`config.mk`:
```
export PLATFORM = sky130hd
export DESIGN_NAME = short_packet_framer_crc16_flat
export DESIGN_NICKNAME = d
export VERILOG_FILES = /design/src/sv/spf_pkg.sv /design/src/sv/spf_if.sv /design/src/sv/short_packet_framer_crc16.sv /design/src/sv/spf_front.sv /design/src/sv/spf_queue.sv /design/src/sv/spf_back.sv /design/src/flat_wrapper.sv
export SDC_FILE = /design/constraint.sdc
export NUM_CORES = 1
export LEC_CHECK = 0
export ABC_AREA = 1
export BUFFER_PORTS_ARGS = -buffer_cell sky130_fd_sc_hd__buf_2
export CORE_MARGIN = 2
export CORE_UTILIZATION = 30
export CTS_BUF_LIST = sky130_fd_sc_hd__clkbuf_8 sky130_fd_sc_hd__clkbuf_16
export DETAILED_ROUTE_END_ITERATION = 12
export GPL_TIMING_DRIVEN = 0
export PLACE_DENSITY = 0.43
export SYNTH_ARGS = -nofsm -noshare
export SYNTH_HDL_FRONTEND = slang
export SYNTH_SLANG_ARGS = --single-unit
```
`constraint.sdc`:
```
create_clock -name clk -period 2.27 [get_ports clk]
set_input_delay 0.1135 -clock clk [delete_from_list [all_inputs] [get_ports clk]]
set_output_delay 0.1135 -clock clk [all_outputs]
set_load 0.02 [all_outputs]
```
`src/sv/spf_pkg.sv`:
```
package spf_pkg;

  localparam logic [7:0]  START_BYTE = 8'h02;
  localparam logic [7:0]  STOP_BYTE  = 8'h03;
  localparam logic [15:0] CRC_POLY   = 16'h1021;
  localparam int          QUEUE_DEPTH_DEF = 4;

  // what the back end has to emit for one request
  typedef enum logic [2:0] {
    JOB_HDR,
    JOB_HDR_EMPTY,
    JOB_DATA,
    JOB_DATA_LAST,
    JOB_ERR
  } job_kind_t;

  typedef struct packed {
    job_kind_t   kind;
    logic [7:0]  data;
    logic [15:0] crc;
  } job_t;

  typedef struct packed {
    logic full;
    logic empty;
  } q_status_t;

  // crc16-xmodem, msb first, one byte
  function automatic logic [15:0] crc_fold(input logic [15:0] crc, input logic [7:0] b);
    logic [15:0] c;
    c = crc ^ {b, 8'h00};
    for (int k = 0; k < 8; k++) begin
      if (c[15]) begin
        c = {c[14:0], 1'b0} ^ CRC_POLY;
      end else begin
        c = {c[14:0], 1'b0};
      end
    end
    return c;
  endfunction

endpackage

```
`src/sv/spf_if.sv`:
```
interface spf_in_if;
  logic       valid;
  logic       ready;
  logic       op;
  logic [7:0] frame_length;
  logic [7:0] data_byte;

  modport source (output valid, output op, output frame_length, output data_byte,
                  input ready);
  modport sink (input valid, input op, input frame_length, input data_byte,
                output ready);
endinterface

interface spf_out_if;
  logic       valid;
  logic       ready;
  logic [7:0] out_byte;
  logic       run_last;
  logic       frame_end;
  logic       error;

  modport source (output valid, output out_byte, output run_last, output frame_end,
                  output error, input ready);
  modport sink (input valid, input out_byte, input run_last, input frame_end,
                input error, output ready);
endinterface

```
`src/sv/short_packet_framer_crc16.sv`:
```
// short packet framer with crc16-xmodem trailer
// in_ch takes one request per cycle while ready is high: op 0 is a header
// carrying frame_length, op 1 a payload byte. out_ch gives the framed bytes
// one per cycle while not stalled, run_last marking a request's last byte.
// a header gives start byte and length (two bytes); a zero length header
// gives start, 00, 00, 00, stop (five bytes). a payload byte gives one byte,
// or the byte plus crc high, crc low and stop (four bytes) when it completes
// the frame. a payload byte with no frame open gives one byte 00 with error.
// a request is queued first; its bytes then pass the output byte register.
// throughput: one payload request per cycle when not stalled; each request
// sends its bytes (1, 2, 4 or 5) in turn via the single output byte register.
// the QUEUE_DEPTH request queue lets the input side run ahead of the trailer
// bytes; ready drops only when that queue is full.
// reset (synchronous, rst_n low) empties the queue, closes any frame and
// clears the crc. if out_ch.ready is low the current byte holds, the queue
// fills and in_ch.ready then drops until bytes move again.
module short_packet_framer_crc16 #(
  parameter int QUEUE_DEPTH = spf_pkg::QUEUE_DEPTH_DEF
) (
  input  logic      clk,
  input  logic      rst_n,
  spf_in_if.sink    in_ch,
  spf_out_if.source out_ch
);
  import spf_pkg::*;

  logic      push;
  job_t      push_job;
  logic      pop;
  job_t      head_job;
  q_status_t q_status;

  spf_front u_front (
    .clk      (clk),
    .rst_n    (rst_n),
    .in_ch    (in_ch),
    .q_status (q_status),
    .push     (push),
    .push_job (push_job)
  );

  spf_queue #(.DEPTH(QUEUE_DEPTH)) u_queue (
    .clk      (clk),
    .rst_n    (rst_n),
    .push     (push),
    .push_job (push_job),
    .pop      (pop),
    .head_job (head_job),
    .q_status (q_status)
  );

  spf_back u_back (
    .clk      (clk),
    .rst_n    (rst_n),
    .head_job (head_job),
    .q_status (q_status),
    .pop      (pop),
    .out_ch   (out_ch)
  );

endmodule

```
`src/sv/spf_front.sv`:
```
module spf_front (
  input  logic              clk,
  input  logic              rst_n,
  spf_in_if.sink            in_ch,
  input  spf_pkg::q_status_t q_status,
  output logic              push,
  output spf_pkg::job_t     push_job
);
  import spf_pkg::*;

  logic [15:0] crc_r, crc_nxt;
  logic [7:0]  remaining_r, remaining_nxt;
  logic        open_r, open_nxt;
  logic [15:0] crc_folded;
  logic [7:0]  remaining_dec;

  assign in_ch.ready = !q_status.full;
  assign push        = in_ch.valid && in_ch.ready;

  assign crc_folded    = crc_fold(crc_r, in_ch.data_byte);
  assign remaining_dec = remaining_r - 8'd1;

  always_comb begin
    crc_nxt       = crc_r;
    remaining_nxt = remaining_r;
    open_nxt      = open_r;
    push_job.kind = JOB_ERR;
    push_job.data = 8'h00;
    push_job.crc  = 16'h0000;
    if (!in_ch.op) begin
      // header: a zero length closes the frame right away
      crc_nxt       = 16'h0000;
      remaining_nxt = in_ch.frame_length;
      open_nxt      = (in_ch.frame_length != 8'h00);
      push_job.kind = (in_ch.frame_length == 8'h00) ? JOB_HDR_EMPTY : JOB_HDR;
      push_job.data = in_ch.frame_length;
    end else if (open_r) begin
      crc_nxt       = crc_folded;
      push_job.data = in_ch.data_byte;
      push_job.crc  = crc_folded;
      if (remaining_dec == 8'h00) begin
        push_job.kind = JOB_DATA_LAST;
        open_nxt      = 1'b0;
        remaining_nxt = 8'h00;
      end else begin
        push_job.kind = JOB_DATA;
        remaining_nxt = remaining_dec;
      end
    end
  end

  always_ff @(posedge clk) begin
    if (!rst_n) begin
      crc_r       <= 16'h0000;
      remaining_r <= 8'h00;
      open_r      <= 1'b0;
    end else if (push) begin
      crc_r       <= crc_nxt;
      remaining_r <= remaining_nxt;
      open_r      <= open_nxt;
    end
  end

endmodule

```
`src/sv/spf_queue.sv`:
```
module spf_queue #(
  parameter int DEPTH = spf_pkg::QUEUE_DEPTH_DEF
) (
  input  logic               clk,
  input  logic               rst_n,
  input  logic               push,
  input  spf_pkg::job_t      push_job,
  input  logic               pop,
  output spf_pkg::job_t      head_job,
  output spf_pkg::q_status_t q_status
);
  import spf_pkg::*;

  localparam int PW = (DEPTH > 1) ? $clog2(DEPTH) : 1;
  localparam int CW = $clog2(DEPTH + 1);
  localparam logic [PW-1:0] PTR_LAST = PW'(DEPTH - 1);
  localparam logic [CW-1:0] CNT_FULL = CW'(DEPTH);

  job_t          mem_r [DEPTH];
  logic [PW-1:0] wr_ptr_r, wr_ptr_nxt;
  logic [PW-1:0] rd_ptr_r, rd_ptr_nxt;
  logic [CW-1:0] count_r, count_nxt;
  logic          do_push, do_pop;

  assign q_status.full  = (count_r == CNT_FULL);
  assign q_status.empty = (count_r == '0);
  assign do_push = push && !q_status.full;
  assign do_pop  = pop && !q_status.empty;
  assign head_job = mem_r[rd_ptr_r];

  always_comb begin
    wr_ptr_nxt = wr_ptr_r;
    rd_ptr_nxt = rd_ptr_r;
    count_nxt  = count_r;
    if (do_push) begin
      wr_ptr_nxt = (wr_ptr_r == PTR_LAST) ? '0 : wr_ptr_r + 1'b1;
    end
    if (do_pop) begin
      rd_ptr_nxt = (rd_ptr_r == PTR_LAST) ? '0 : rd_ptr_r + 1'b1;
    end
    if (do_push && !do_pop) begin
      count_nxt = count_r + 1'b1;
    end else if (do_pop && !do_push) begin
      count_nxt = count_r - 1'b1;
    end
  end

  always_ff @(posedge clk) begin
    if (!rst_n) begin
      wr_ptr_r <= '0;
      rd_ptr_r <= '0;
      count_r  <= '0;
    end else begin
      wr_ptr_r <= wr_ptr_nxt;
      rd_ptr_r <= rd_ptr_nxt;
      count_r  <= count_nxt;
    end
  end

  always_ff @(posedge clk) begin
    if (do_push) begin
      mem_r[wr_ptr_r] <= push_job;
    end
  end

endmodule

```
`src/sv/spf_back.sv`:
```
module spf_back (
  input  logic               clk,
  input  logic               rst_n,
  input  spf_pkg::job_t      head_job,
  input  spf_pkg::q_status_t q_status,
  output logic               pop,
  spf_out_if.source          out_ch
);
  import spf_pkg::*;

  logic [2:0] step_r, step_nxt;
  logic       valid_r;
  logic [7:0] byte_r;
  logic       last_r, end_r, err_r;
  logic       load;
  logic [7:0] cur_byte;
  logic       cur_done, cur_end, cur_err;

  assign out_ch.valid     = valid_r;
  assign out_ch.out_byte  = byte_r;
  assign out_ch.run_last  = last_r;
  assign out_ch.frame_end = end_r;
  assign out_ch.error     = err_r;

  assign load = !q_status.empty && (!valid_r || out_ch.ready);
  assign pop  = load && cur_done;

  // byte sequence per request kind, indexed by step
  always_comb begin
    cur_byte = 8'h00;
    cur_done = 1'b0;
    cur_end  = 1'b0;
    cur_err  = 1'b0;
    case (head_job.kind)
      JOB_HDR: begin
        cur_byte = (step_r == 3'd0) ? START_BYTE : head_job.data;
        cur_done = (step_r != 3'd0);
      end
      JOB_HDR_EMPTY: begin
        case (step_r)
          3'd0:    cur_byte = START_BYTE;
          3'd1:    cur_byte = 8'h00;
          3'd2:    cur_byte = head_job.crc[15:8];
          3'd3:    cur_byte = head_job.crc[7:0];
          default: begin
            cur_byte = STOP_BYTE;
            cur_done = 1'b1;
            cur_end  = 1'b1;
          end
        endcase
      end
      JOB_DATA: begin
        cur_byte = head_job.data;
        cur_done = 1'b1;
      end
      JOB_DATA_LAST: begin
        case (step_r)
          3'd0:    cur_byte = head_job.data;
          3'd1:    cur_byte = head_job.crc[15:8];
          3'd2:    cur_byte = head_job.crc[7:0];
          default: begin
            cur_byte = STOP_BYTE;
            cur_done = 1'b1;
            cur_end  = 1'b1;
          end
        endcase
      end
      default: begin
        cur_byte = 8'h00;
        cur_done = 1'b1;
        cur_err  = 1'b1;
      end
    endcase
  end

  always_comb begin
    step_nxt = step_r;
    if (load) begin
      step_nxt = cur_done ? 3'd0 : step_r + 3'd1;
    end
  end

  always_ff @(posedge clk) begin
    if (!rst_n) begin
      valid_r <= 1'b0;
      step_r  <= 3'd0;
    end else begin
      step_r <= step_nxt;
      if (load) begin
        valid_r <= 1'b1;
      end else if (out_ch.ready) begin
        valid_r <= 1'b0;
      end
    end
  end

  always_ff @(posedge clk) begin
    if (load) begin
      byte_r <= cur_byte;
      last_r <= cur_done;
      end_r  <= cur_end;
      err_r  <= cur_err;
    end
  end

endmodule

```
`src/flat_wrapper.sv`:
```
// flat-port wrapper written by rule: the top's interface ports become plain ports
module short_packet_framer_crc16_flat import spf_pkg::*;
#(
  parameter int QUEUE_DEPTH = spf_pkg::QUEUE_DEPTH_DEF
)
  (clk, rst_n, in_ch_valid, in_ch_op, in_ch_frame_length, in_ch_data_byte, in_ch_ready, out_ch_valid, out_ch_out_byte, out_ch_run_last, out_ch_frame_end, out_ch_error, out_ch_ready);
  spf_in_if in_ch_i ();
  spf_out_if out_ch_i ();
  input  logic clk;
  input  logic rst_n;
  input wire logic [$bits(in_ch_i.valid)-1:0] in_ch_valid;
  input wire logic [$bits(in_ch_i.op)-1:0] in_ch_op;
  input wire logic [$bits(in_ch_i.frame_length)-1:0] in_ch_frame_length;
  input wire logic [$bits(in_ch_i.data_byte)-1:0] in_ch_data_byte;
  output wire logic [$bits(in_ch_i.ready)-1:0] in_ch_ready;
  output wire logic [$bits(out_ch_i.valid)-1:0] out_ch_valid;
  output wire logic [$bits(out_ch_i.out_byte)-1:0] out_ch_out_byte;
  output wire logic [$bits(out_ch_i.run_last)-1:0] out_ch_run_last;
  output wire logic [$bits(out_ch_i.frame_end)-1:0] out_ch_frame_end;
  output wire logic [$bits(out_ch_i.error)-1:0] out_ch_error;
  input wire logic [$bits(out_ch_i.ready)-1:0] out_ch_ready;
  assign in_ch_i.valid = in_ch_valid;
  assign in_ch_i.op = in_ch_op;
  assign in_ch_i.frame_length = in_ch_frame_length;
  assign in_ch_i.data_byte = in_ch_data_byte;
  assign in_ch_ready = in_ch_i.ready;
  assign out_ch_valid = out_ch_i.valid;
  assign out_ch_out_byte = out_ch_i.out_byte;
  assign out_ch_run_last = out_ch_i.run_last;
  assign out_ch_frame_end = out_ch_i.frame_end;
  assign out_ch_error = out_ch_i.error;
  assign out_ch_i.ready = out_ch_ready;
  short_packet_framer_crc16 #(.QUEUE_DEPTH(QUEUE_DEPTH)) u_core (.clk(clk), .rst_n(rst_n), .in_ch(in_ch_i), .out_ch(out_ch_i));
endmodule
```
==> results.sh, run 1 <==
export IMPL_dp_cells=1126
export IMPL_syn_inst=765
export IMPL_hpwl_um=13710
export IMPL_cts_sinks=157
export IMPL_cts_tree="built"
export IMPL_synth_distinct_cells=43
export IMPL_tightest_slew_ps=657.8
export IMPL_min_delay_start="in_ch_frame_length[3]"
export IMPL_peakVddDrop_mv=0.4805
export IMPL_synthArstFlopShare_pct=0
export IMPL_clk_pin_slew_ps=70
export IMPL_slew_headroom_pct=55.81
export IMPL_cts_path_max_buffers=2
export IMPL_cts_buffers=17
export IMPL_die_area_um2=25810
export IMPL_antenna_found_initial=0
export IMPL_drc=0
export IMPL_vias=5423
export IMPL_arrival_ps=2590
export IMPL_pre_cts_ws_ps=-447.8
export IMPL_synth_nets=800
export IMPL_hold_end="u_core.u_front.remaining_r[3]$_SDFFE_PN0P_"
export IMPL_yosysWarnings=0
export IMPL_grt_pass1_wl_um=30670
export IMPL_grt_usage_pct=15.77
export IMPL_routedWlPerCell_um=16.56
export IMPL_synth_cell_area_um2=7363
export IMPL_nets=885
export IMPL_synth_avg_cell_area_um2=9.625
export IMPL_fin_ws_ps=-2.345
export IMPL_crit_required_ps=2590
export IMPL_start_util_pct=30.46
export IMPL_n_fill_cell=2434
export IMPL_grt_pass1_vias=5329
export IMPL_grt_max_degree=24
export IMPL_fmax_mhz=440.1
export IMPL_clock_skew_final_ps=9.225
export IMPL_multi_input_area_um2=2877
export IMPL_finalWeightedCongestion=0.8228
export IMPL_rr_worst_depth=18
export IMPL_crit_type="reg2reg"
export IMPL_overflow=0
export IMPL_yosysSeqAreaShare_pct=58.86
export IMPL_startpoint_type="register"
export IMPL_core_um2=24180
export IMPL_io_pins=34
export IMPL_hp_class="in2reg"
export IMPL_insertion_delay_ps=430
export IMPL_reg2reg_slack_ps=-2
export IMPL_violations="setup timing"
export IMPL_cp_end_kind="register"
export IMPL_io_buffer_count=33
export IMPL_drt_initial_drc_count=293
export IMPL_setup_viol_count_final=1
export IMPL_powerDensity_nw_per_um2=1184
export IMPL_synthFlopType="edfxtp_1"
export IMPL_rsz0062_at_grt="yes"
export IMPL_area_growth_pct=24.35
export IMPL_register_area_um2=4347
export IMPL_viasPerCell=4.565
export IMPL_slew_violations=0
export IMPL_synth_enable_flop_cells=119
export IMPL_final_util_pct=37.87
export IMPL_status="finished, violations left"
export IMPL_antenna_left=0
export IMPL_fp_dieW_um=160.7
export IMPL_maxCapViolations=0
export IMPL_timing_rr_end="u_core.u_queue.count_r[2]$_SDFFE_PN0P_"
export IMPL_timing_hold_violations_final=0
export IMPL_routed_wl_um=19670
export IMPL_hold_path_depth=3
export IMPL_min_period_over_period_pct=100.1
export IMPL_post_route_cells_drive_above_1_share_pct=22.02
export IMPL_ys_seq_elements=157
export IMPL_cts_root_buf="clkbuf_16"
export IMPL_worstPathMaxFanout=5
export IMPL_period_needed_ps=2272
export IMPL_rows=57
export IMPL_p_leak_nw=3.576
export IMPL_instances_no_fill=1188
export IMPL_die_h_um=160.7
export IMPL_first_pass_iters=5
export IMPL_h_tree_depth=4
critical path: stages (launching register included):
cell	delay, ps
dfxtp_4	380
inv_6	50
buf_8	130
nand2_4	60
nand2_2	50
nand2_2	70
nand2_4	90
nand3_4	100
nor2_4	40
nor2_4	110
nand2_4	60
nand2_4	90
ha_4	150
inv_4	30
fa_2	330
a21oi_2	110
o21ai_1	90
o21ai_1	140
a21oi_1	50
cells in the mapped netlist, types with 2 or more instances:
library cell	number	area, um2
and3_1	2	12.51
nor2_2	4	25.02
clkinv_1	2	7.510
inv_1	50	187.7
or2_2	2	12.51
o21ai_0	38	190.2
o221ai_1	5	43.79
ha_1	13	162.7
edfxtp_1	119	3573
o211ai_1	6	45.04
o22ai_1	7	43.79
a21oi_1	30	150.1
xnor2_1	9	78.83
nor2_1	58	217.7
buf_2	20	100.1
nor4_1	2	12.51
nand2_4	6	67.56
buf_6	3	33.78
nand3_1	65	325.3
o21ai_1	2	10.01
clkbuf_1	3	11.26
xor2_1	12	105.1
or2_1	2	12.51
buf_4	2	15.01
dfxtp_1	38	760.7
nand2_1	220	825.8
inv_2	4	15.01
a31oi_1	5	31.28
nand2_2	9	56.30
nor3_1	3	15.01
nand3_2	6	60.06
nand4_1	7	43.79
cells in the final DEF (no fill, tap or decap), types with 3 or more instances in the layout:
cell | Yosys | final
xor2_1 | 12 | 12
nand2_1 | 220 | 214
inv_1 | 50 | 43
ha_1 | 13 | 7
buf_4 | 2 | 32
buf_2 | 20 | 49
edfxtp_1 | 119 | 119
nor2_4 | 1 | 10
dfxtp_4 | 0 | 3
o21ai_0 | 38 | 33
xnor2_1 | 9 | 9
clkbuf_1 | 3 | 3
nand4_1 | 7 | 7
inv_4 | 0 | 5
bufinv_16 | 0 | 4
ha_4 | 0 | 6
nor3_1 | 3 | 3
nand3_4 | 1 | 3
nand2_2 | 9 | 10
clkinv_1 | 2 | 4
o22ai_1 | 7 | 7
dfxtp_1 | 38 | 34
inv_6 | 0 | 3
buf_12 | 0 | 3
clkbuf_16 | 0 | 17
a21oi_1 | 30 | 29
nand3_1 | 65 | 63
nand2_4 | 6 | 11
o221ai_1 | 5 | 5
nand3_2 | 6 | 6
o211ai_1 | 6 | 6
o21ai_1 | 2 | 6
clkinv_4 | 0 | 3
a31oi_1 | 5 | 5
nor2_1 | 58 | 51
inv_2 | 4 | 6
kinds of logic (layout without fill, tap and decap cells):
group | count (synthesis) | count (layout) | share of synthesized area, %
compound gates | 97 | 97 | 7.477
xor+xnor | 21 | 21 | 2.498
fa+ha+maj | 14 | 14 | 2.481
buf+inv | 85 | 183 | 5.081
flops | 157 | 157 | 58.86
other cells | 0 | 1 | 0
simple gates | 391 | 391 | 23.60
where the power goes:
| group | switching [mW] | leakage [nW] | total, mW | internal [mW] |
|---|---|---|---|---|
| logic | 2.56 | 1.79 | 4.04 | 1.49 |
| clock network | 1.20 | 0.300 | 3.04 | 1.84 |
| registers | 0.163 | 1.48 | 3.76 | 3.60 |
flip-flops by register name, summed over array words and instances, names as in the netlist, named ones only:
signal                          cells
u_core.u_back.out_ch.out_byte       8
u_core.u_front.crc_r               16
u_core.u_back.out_ch.valid          1
u_core.u_queue.rd_ptr_r             2
u_core.u_queue.mem_r              108
u_core.u_front.open_r               1
u_core.u_back.out_ch.error          1
u_core.u_queue.wr_ptr_r             2
u_core.u_front.remaining_r          8
u_core.u_back.step_r                3
u_core.u_back.out_ch.frame_end      1
u_core.u_back.out_ch.run_last       1
u_core.u_queue.count_r              3
how the worst max path moves through the flow:
stage,startpoint,end,slack [ps]
2_1_floorplan,u_core.u_queue.count_r[0]$_SDFFE_PN0P_,u_core.u_queue.mem_r[0][0]$_DFFE_PP_,-120
3_3_place_gp,u_core.u_queue.count_r[0]$_SDFFE_PN0P_,u_core.u_queue.mem_r[1][3]$_DFFE_PP_,-1290
3_5_place_dp,u_core.u_queue.count_r[1]$_SDFFE_PN0P_,u_core.u_queue.count_r[1]$_SDFFE_PN0P_,-450
4_1_cts,register,u_core.u_queue.count_r[2]$_SDFFE_PN0P_,-10
5_1_grt,register,u_core.u_queue.count_r[2]$_SDFFE_PN0P_,-110
6_report,register,u_core.u_queue.count_r[2]$_SDFFE_PN0P_,-2
layout make-up:
type                    instances  share of cell area (%)
flip-flops and latches        157                   47.47
multi-input cells             523                   31.42
repair buffers                 66                   5.411
clock buffers                  17                   4.646
well taps                     324                   4.427
inverters                      56                   2.487
clock inverters                15                   2.132
plain buffers                  29                   1.981
diodes                          1                 0.02733
layer usage:
| layer | vias to the layer above | wire [um] | track usage, % |
|---|---|---|---|
| met5 | - | 0 | 0 |
| met4 | 0 | 184 | 3.808 |
| met3 | 16 | 812 | 3.177 |
| met2 | 97 | 9267 | 25.82 |
| met1 | 2545 | 9405 | 21.54 |
| li1 | 2765 | - | - |
per-stage QoR:
step	TNS, ps	power, mW	hold slack, ps	instance area (um2)
2_1_floorplan	-12950	6.148	251.8	7393
3_3_place_gp	-130990	7.193	431.6	7964
3_5_place_dp	-1260	7.217	435.0	8082
4_1_cts	-14.11	10.73	0.2802	9026
5_1_grt	-149.5	11.48	8.778	9154
6_report	-2.345	10.84	6.088	9156
what timing repair did:
item	4_1_cts	5_1_grt
hold buffers	2	0
cloned	1	0
resized for setup	45	16
buffers inserted	17	9
endpoints found under the setup margin	7	6
pin swaps	15	7
hold endpoints to repair	2	0
No activity file was read; power rests on OpenSTA's default activity.
==> run 2: changes to the inputs <==
--- a/config.mk
+++ b/config.mk
@@ -5,7 +5,6 @@
 export SDC_FILE = /design/constraint.sdc
 export NUM_CORES = 1
 export LEC_CHECK = 0
-export ABC_AREA = 1
 export BUFFER_PORTS_ARGS = -buffer_cell sky130_fd_sc_hd__buf_2
 export CORE_MARGIN = 2
 export CORE_UTILIZATION = 30
==> run 2 against run 1 <==
  * The run still ends with setup timing left
  * Routed wire length fell by 12%
  * Core utilization fell by 1.2 points
  * Fmax fell by 15%
  * Power fell by 9.0%
  * Sequential share of layout area rose by 3.3 points
  * Sequential power fell by 2%
  * Sequential cell count did not move
  * Cell count fell by 24%
  * Largest cell class unchanged
  * Highest routed layer unchanged
==> results.sh, run 2 <==
export IMPL_final_cell_mix="edfxtp_1 (119), dfxtp_1 (35), buf_2 (31)"
export IMPL_reg2reg_slack_ps=-410
export IMPL_drt_initial_drc_count=276
export IMPL_grt_pass1_wl_um=26260
export IMPL_cts_root_buf="clkbuf_16"
export IMPL_grt_pass1_vias=4569
export IMPL_routedWlPerCell_um=19.23
export IMPL_hp_class="in2reg"
export IMPL_grt_max_degree=28
export IMPL_placed_area_um2=7714
export IMPL_cts_sinks=157
export IMPL_clock_skew_final_ps=11.44
export IMPL_cts_path_max_buffers=2
export IMPL_post_route_cells_drive_above_1_share_pct=24.61
export IMPL_ys_top_cells_by_count="edfxtp_1 (119), dfxtp_1 (38), nand2_1 (28), nor2b_1 (22), nor2_1 (21)"
export IMPL_regMostFlops="u_core.u_queue.mem_r"
export IMPL_synth_avg_cell_area_um2=14.10
export IMPL_largest_reg_flops=108
export IMPL_timing_hold_violations_final=0
export IMPL_start_util_pct=30.45
export IMPL_io_buffer_count=31
export IMPL_synth_distinct_cells=61
export IMPL_arrival_ps=3030
export IMPL_syn_inst=504
export IMPL_tightest_slew_ps=803.1
export IMPL_routed_wl_um=17310
export IMPL_overflow=0
export IMPL_first_pass_iters=4
export IMPL_clk_pin_slew_ps=60
export IMPL_hpwl_um=12020
export IMPL_rows=56
export IMPL_fin_ws_ps=-414.0
export IMPL_die_area_um2=24930
export IMPL_synth_most_common_cell="edfxtp_1"
export IMPL_top_regs="u_core.u_queue.mem_r (108), u_core.u_front.crc_r (16)"
export IMPL_yosysSeqAreaShare_pct=61.00
export IMPL_synth_nets=539
export IMPL_violations="setup timing"
export IMPL_drc=0
export IMPL_met3_usage_pct=3.477
export IMPL_period_needed_ps=2684
export IMPL_antenna_left=0
export IMPL_setup_viol_count_final=6
export IMPL_yosysTopAreaCellShare_pct=50.29
export IMPL_fp_dieW_um=157.9
export IMPL_antenna_found_initial=0
export IMPL_p_leak_nw=3.025
export IMPL_viasPerCell=4.822
export IMPL_diodes=0
export IMPL_insertion_delay_ps=410
export IMPL_synth_enable_flop_cells=119
export IMPL_synthArstFlopShare_pct=0
export IMPL_h_tree_depth=4
export IMPL_grt_util_met2_pct=23.83
export IMPL_grt_busiest_layer="met2"
export IMPL_cts_tree="built"
export IMPL_fmax_mhz=372.6
export IMPL_rsz0062_at_grt="yes"
export IMPL_area_growth_pct=20.32
export IMPL_status="finished, violations left"
export IMPL_p_total_mw=9.865
export IMPL_grt_usage_pct=14.61
export IMPL_finalWeightedCongestion=0.8099
export IMPL_synthFlopType="edfxtp_1"
export IMPL_gr_usage_met1_pct=19.05
export IMPL_slew_headroom_pct=46.46
export IMPL_startpoint_type="register"
export IMPL_cp_end_kind="register"
export IMPL_synthTopCellsByArea="edfxtp_1 (50%), dfxtp_1 (11%), mux4_2 (5.1%)"
export IMPL_synth_cell_area_um2=7106
export IMPL_core_um2=23330
export IMPL_final_util_pct=36.64
export IMPL_peakVddDrop_mv=0.4596
export IMPL_crit_required_ps=2610
export IMPL_vias=4340
export IMPL_cts_buffers=17
export IMPL_maxCapViolations=0
export IMPL_io_pins=34
export IMPL_mostFrequentLayoutCell="edfxtp_1"
export IMPL_worstPathMaxFanout=5
export IMPL_design_area_um2=8549
export IMPL_ys_seq_elements=157
export IMPL_min_period_over_period_pct=118.2
export IMPL_powerDensity_nw_per_um2=1154
export IMPL_die_h_um=157.9
export IMPL_nets=604
export IMPL_slew_violations=0
export IMPL_yosysWarnings=0
export IMPL_rr_worst_depth=12
export IMPL_yosys_area_top_type="edfxtp_1"
export IMPL_hold_path_depth=2
export IMPL_crit_type="reg2reg"
==> run 2: cell count changes in the layout (fill, tap and decap cells not counted), moves of 18 or more <==
cell | before | now
a21oi_1 | 29 | 6
nor2_1 | 51 | 21
buf_4 | 32 | 14
nand3_1 | 63 | 2
nor2b_1 | 0 | 22
buf_2 | 49 | 31
o21ai_0 | 33 | 12
nand2_1 | 214 | 28
inv_1 | 43 | 13
mux4_2 | 0 | 23
==> run 2: path summary, 6_finish.rpt <==
path | startpoint | endpoint
worst min-delay path | in_ch_data_byte[1] | u_core.u_queue.mem_r[2][17]$_DFFE_PP_
worst max register to register | register | u_core.u_queue.count_r[2]$_SDFFE_PN0P_
worst min register to register | u_core.u_back.out_ch.valid$_SDFFE_PN0P_ | u_core.u_back.out_ch.valid$_SDFFE_PN0P_
worst max-delay path | register | u_core.u_queue.count_r[2]$_SDFFE_PN0P_
==> run 2: cells by family (layout without fill, tap and decap cells) <==
family / after synthesis / count (layout) / synth area share (%)
muxes: 35 / 35 / 9.861
and+or+nand+nor: 136 / 136 / 10.53
adders and majority gates: 14 / 14 / 2.571
AOI/OAI and AO/OA: 93 / 93 / 9.826
xor gates and xnor gates: 27 / 27 / 3.328
buffers and inverters: 42 / 119 / 2.888
DFF: 157 / 157 / 61.00
==> run 2: layer usage <==
layer,share of wire [%],routed length [um]
met1,47,8212
met2,48,8312
met3,3.5,606
met4,1.0,173
met5,0,0
==> run 2: layout make-up <==
cell class | instances | area [um2]
Fill cell | 2249 | 14780
Sequential cell | 157 | 4338
Multi-Input combinational cell | 305 | 2653
Clock buffer | 17 | 425.4
Tap cell | 319 | 399.1
Timing Repair Buffer | 48 | 327.8
Clock inverter | 14 | 175.2
Buffer | 22 | 163.9
Inverter | 18 | 67.56
==> run 2: power breakdown <==
part | total, mW | switching [mW] | internal (mW)
clock network | 2.91 | 1.09 | 1.82
registers | 3.67 | 0.138 | 3.53
logic | 3.29 | 1.80 | 1.50
==> run 2: through the flow <==
stage,setup WS [ps],std cells,setup TNS [ps],hold WS [ps]
floorplan,-365.5,504,-665.1,302.1
global placement,-561.8,854,-25140,403.5
detailed placement,-617.8,854,-2294,405.7
CTS,-457.9,895,-788.6,112.9
global route,-549.7,900,-1870,137.1
finish,-414.0,900,-827.1,123.5
==> run 2: repair_timing <==
item,CTS,global route
hold buffers,1,0
cloned,0,2
setup endpoints to repair,13,52
pin swaps,5,10
buffers inserted,10,4
hold endpoints to repair,1,0
resized for setup,18,20
==> run 2: worst max-delay path, cell delays in order (launching register included) <==
cell and delay [ps]:
dfxtp_2 330, buf_8 110, mux4_2 610, o21bai_4 160
and2b_4 180, a21oi_4 60, inv_2 90, ha_4 130
inv_2 30, fa_2 320, xor2_1 150, or3_1 310
a21boi_1 120
==> run 3: changes to the inputs <==
--- a/config.mk
+++ b/config.mk
@@ -9,9 +9,11 @@
 export CORE_MARGIN = 2
 export CORE_UTILIZATION = 30
 export CTS_BUF_LIST = sky130_fd_sc_hd__clkbuf_8 sky130_fd_sc_hd__clkbuf_16
+export CTS_CLUSTER_DIAMETER = 80
 export DETAILED_ROUTE_END_ITERATION = 12
 export GPL_TIMING_DRIVEN = 0
 export PLACE_DENSITY = 0.43
+export SETUP_SLACK_MARGIN = 0.15
 export SYNTH_ARGS = -nofsm -noshare
 export SYNTH_HDL_FRONTEND = slang
 export SYNTH_SLANG_ARGS = --single-unit
==> run 3 against run 2 <==
  * The flow still finishes with violations (setup timing)
  * Worst hold slack improved by 5.6 ps
  * Cell area increased by 3.0%
  * Routed wire length increased by 4.3%
  * Die area unchanged
  * Clock skew about the same
  * Via count increased by 2.3%
  * Combinational power increased by 13%
  * Cell count increased by 2.3%
  * Count of clock-buffer cells in the layout unchanged
==> results.sh, run 3 (same netlist as run 2, synthesis figures left out) <==
export IMPL_tns_ps=-1802
export IMPL_cts_sinks=157
export IMPL_drc=0
export IMPL_min_period_over_period_pct=119.1
export IMPL_p_int_mw=7.142
export IMPL_cp_end_kind="register"
export IMPL_cts_path_max_buffers=2
export IMPL_grt_usage_pct=15.04
export IMPL_final_cell_mix="edfxtp_1 (119), dfxtp_1 (33), buf_2 (32)"
export IMPL_powerDensity_nw_per_um2=1179
export IMPL_grt_max_degree=28
export IMPL_comb_power_share_pct=35.9
export IMPL_crit_type="reg2reg"
export IMPL_worst_path_dominant_cell_family="multiplexers"
export IMPL_cts_root_buf="clkbuf_16"
export IMPL_final_util_pct=37.74
export IMPL_routed_wl_um=18040
export IMPL_start_util_pct=30.45
export IMPL_routedWlPerCell_um=19.59
export IMPL_cts_tree="built"
export IMPL_mostFrequentLayoutCell="edfxtp_1"
export IMPL_startpoint_type="register"
export IMPL_area_growth_pct=23.93
export IMPL_period_needed_ps=2703
export IMPL_largest_reg_flops=108
export IMPL_post_route_cells_drive_above_1_share_pct=29.40
export IMPL_grt_pass1_vias=4515
export IMPL_crit_required_ps=2620
export IMPL_status="finished, violations left"
export IMPL_setup_viol_count_final=11
export IMPL_diodes=0
export IMPL_top_regs="u_core.u_queue.mem_r (108), u_core.u_front.crc_r (16)"
export IMPL_regMostFlops="u_core.u_queue.mem_r"
export IMPL_timing_hold_violations_final=0
export IMPL_slowest_delay_ps=600
export IMPL_viasPerCell=4.819
export IMPL_violations="setup timing"
export IMPL_rsz0062_at_grt="yes"
export IMPL_drt_initial_drc_count=245
export IMPL_pre_cts_ws_ps=-641.5
export IMPL_p_leak_nw=3.144
export IMPL_seq_power_share_pct=35.4
export IMPL_die_h_um=157.9
export IMPL_die_area_um2=24930
export IMPL_fin_ws_ps=-432.9
export IMPL_maxCapViolations=0
export IMPL_vias=4438
export IMPL_tightest_slew_ps=797.3
export IMPL_io_pins=34
export IMPL_fmax_mhz=370.0
export IMPL_nets=624
export IMPL_p_sw_mw=3.242
export IMPL_antenna_left=0
export IMPL_hpwl_um=12240
export IMPL_p_sw_share_pct=31.22
export IMPL_cp_cell_sequence="buf_6, mux4_2, o21bai_4, and2b_4, a21oi_4, inv_2, ha_4, inv_2, fa_2, xor2_1, or3_1, a21boi_1"
export IMPL_slew_violations=0
export IMPL_fp_dieW_um=157.9
export IMPL_hp_class="in2reg"
export IMPL_h_tree_depth=4
export IMPL_core_um2=23330
export IMPL_clock_skew_final_ps=11.67
export IMPL_rows=56
export IMPL_clock_power_share_pct=28.8
export IMPL_overflow=0
export IMPL_finalWeightedCongestion=0.8044
export IMPL_antenna_found_initial=0
export IMPL_io_buffer_count=31
export IMPL_slew_headroom_pct=46.84
export IMPL_worstPathMaxFanout=5
export IMPL_peakVddDrop_mv=0.4786
export IMPL_crit_slowest_cell="mux4_2"
export IMPL_cts_buffers=17
export IMPL_insertion_delay_ps=420
export IMPL_grt_pass1_wl_um=27030
export IMPL_hold_slack_ps=129.1
export IMPL_worst_path_most_repeated_cell="inv_2"
export IMPL_path_buf_inv=3
export IMPL_first_pass_iters=5
export IMPL_clk_pin_slew_ps=60
export IMPL_arrival_ps=3050
-- run 3: cell types whose count changed in the layout (fill, tap and decap cells not counted), sizes merged --
cell and delta:
clkinvlp +2, buf +23, clkbuf -3, clkinv -2, inv +1
-- run 3: power by group through the flow --
| stage | Combinational [mW] | Sequential (mW) | Clock, mW |
|---|---|---|---|
| 4_1_cts | 3.36 | 3.67 | 3.05 |
| 3_3_place_gp | 2.88 | 3.71 | 0 |
| 6_report | 3.73 | 3.67 | 2.99 |
| 5_1_grt | 4.02 | 3.70 | 3.18 |
| 2_1_floorplan | 1.94 | 3.84 | 0 |
| 3_5_place_dp | 2.91 | 3.73 | 0 |
-- run 3: cell type report --
cell class / count / area, um2
Buffer: 24 / 175.2
Clock buffer: 17 / 425.4
Clock inverter: 15 / 193.9
Fill cell: 2240 / 14530
Inverter: 18 / 67.56
Multi-Input combinational cell: 305 / 2684
Sequential cell: 157 / 4345
Tap cell: 319 / 399.1
Timing Repair Buffer: 66 / 515.5
-- run 3: through the flow --
step,power [mW],instance area [um2],cells
after floorplan,5.783,7154,504
after global placement,6.597,7709,854
after detailed placement,6.636,7714,854
after CTS,10.08,8561,902
after global routing,10.90,8806,921
final,10.38,8806,921
-- run 3: final timing paths --
| path | slack (ps) | start | cells past startpoint | endpoint |
|---|---|---|---|---|
| max | -430 | register | 12 | u_core.u_queue.count_r[2]$_SDFFE_PN0P_ |
| min | 130 | in_ch_data_byte[4] | 2 | u_core.u_queue.mem_r[2][20]$_DFFE_PP_ |
| max reg2reg | -430 | register | 12 | u_core.u_queue.count_r[2]$_SDFFE_PN0P_ |
| min reg2reg | 480 | u_core.u_back.step_r[0]$_SDFFE_PN0P_ | 2 | u_core.u_back.step_r[0]$_SDFFE_PN0P_ |
-- run 3: what timing repair did --
| item | in CTS | in global routing |
|---|---|---|
| setup endpoints to repair | 24 | 40 |
| hold endpoints to repair | 1 | 0 |
| cloned | 1 | 0 |
| pin swaps | 15 | 14 |
| buffers inserted | 14 | 19 |
| hold buffers | 1 | 0 |
| gates resized for setup | 40 | 28 |
-- run 3: routing by layer --
metal	part of all wire [%]	wire length [um]	global-route usage (%)
met4	1.3	229	4.719
met3	3.0	534	3.668
met2	48	8687	24.24
met5	0	0	0
met1	48	8591	19.99
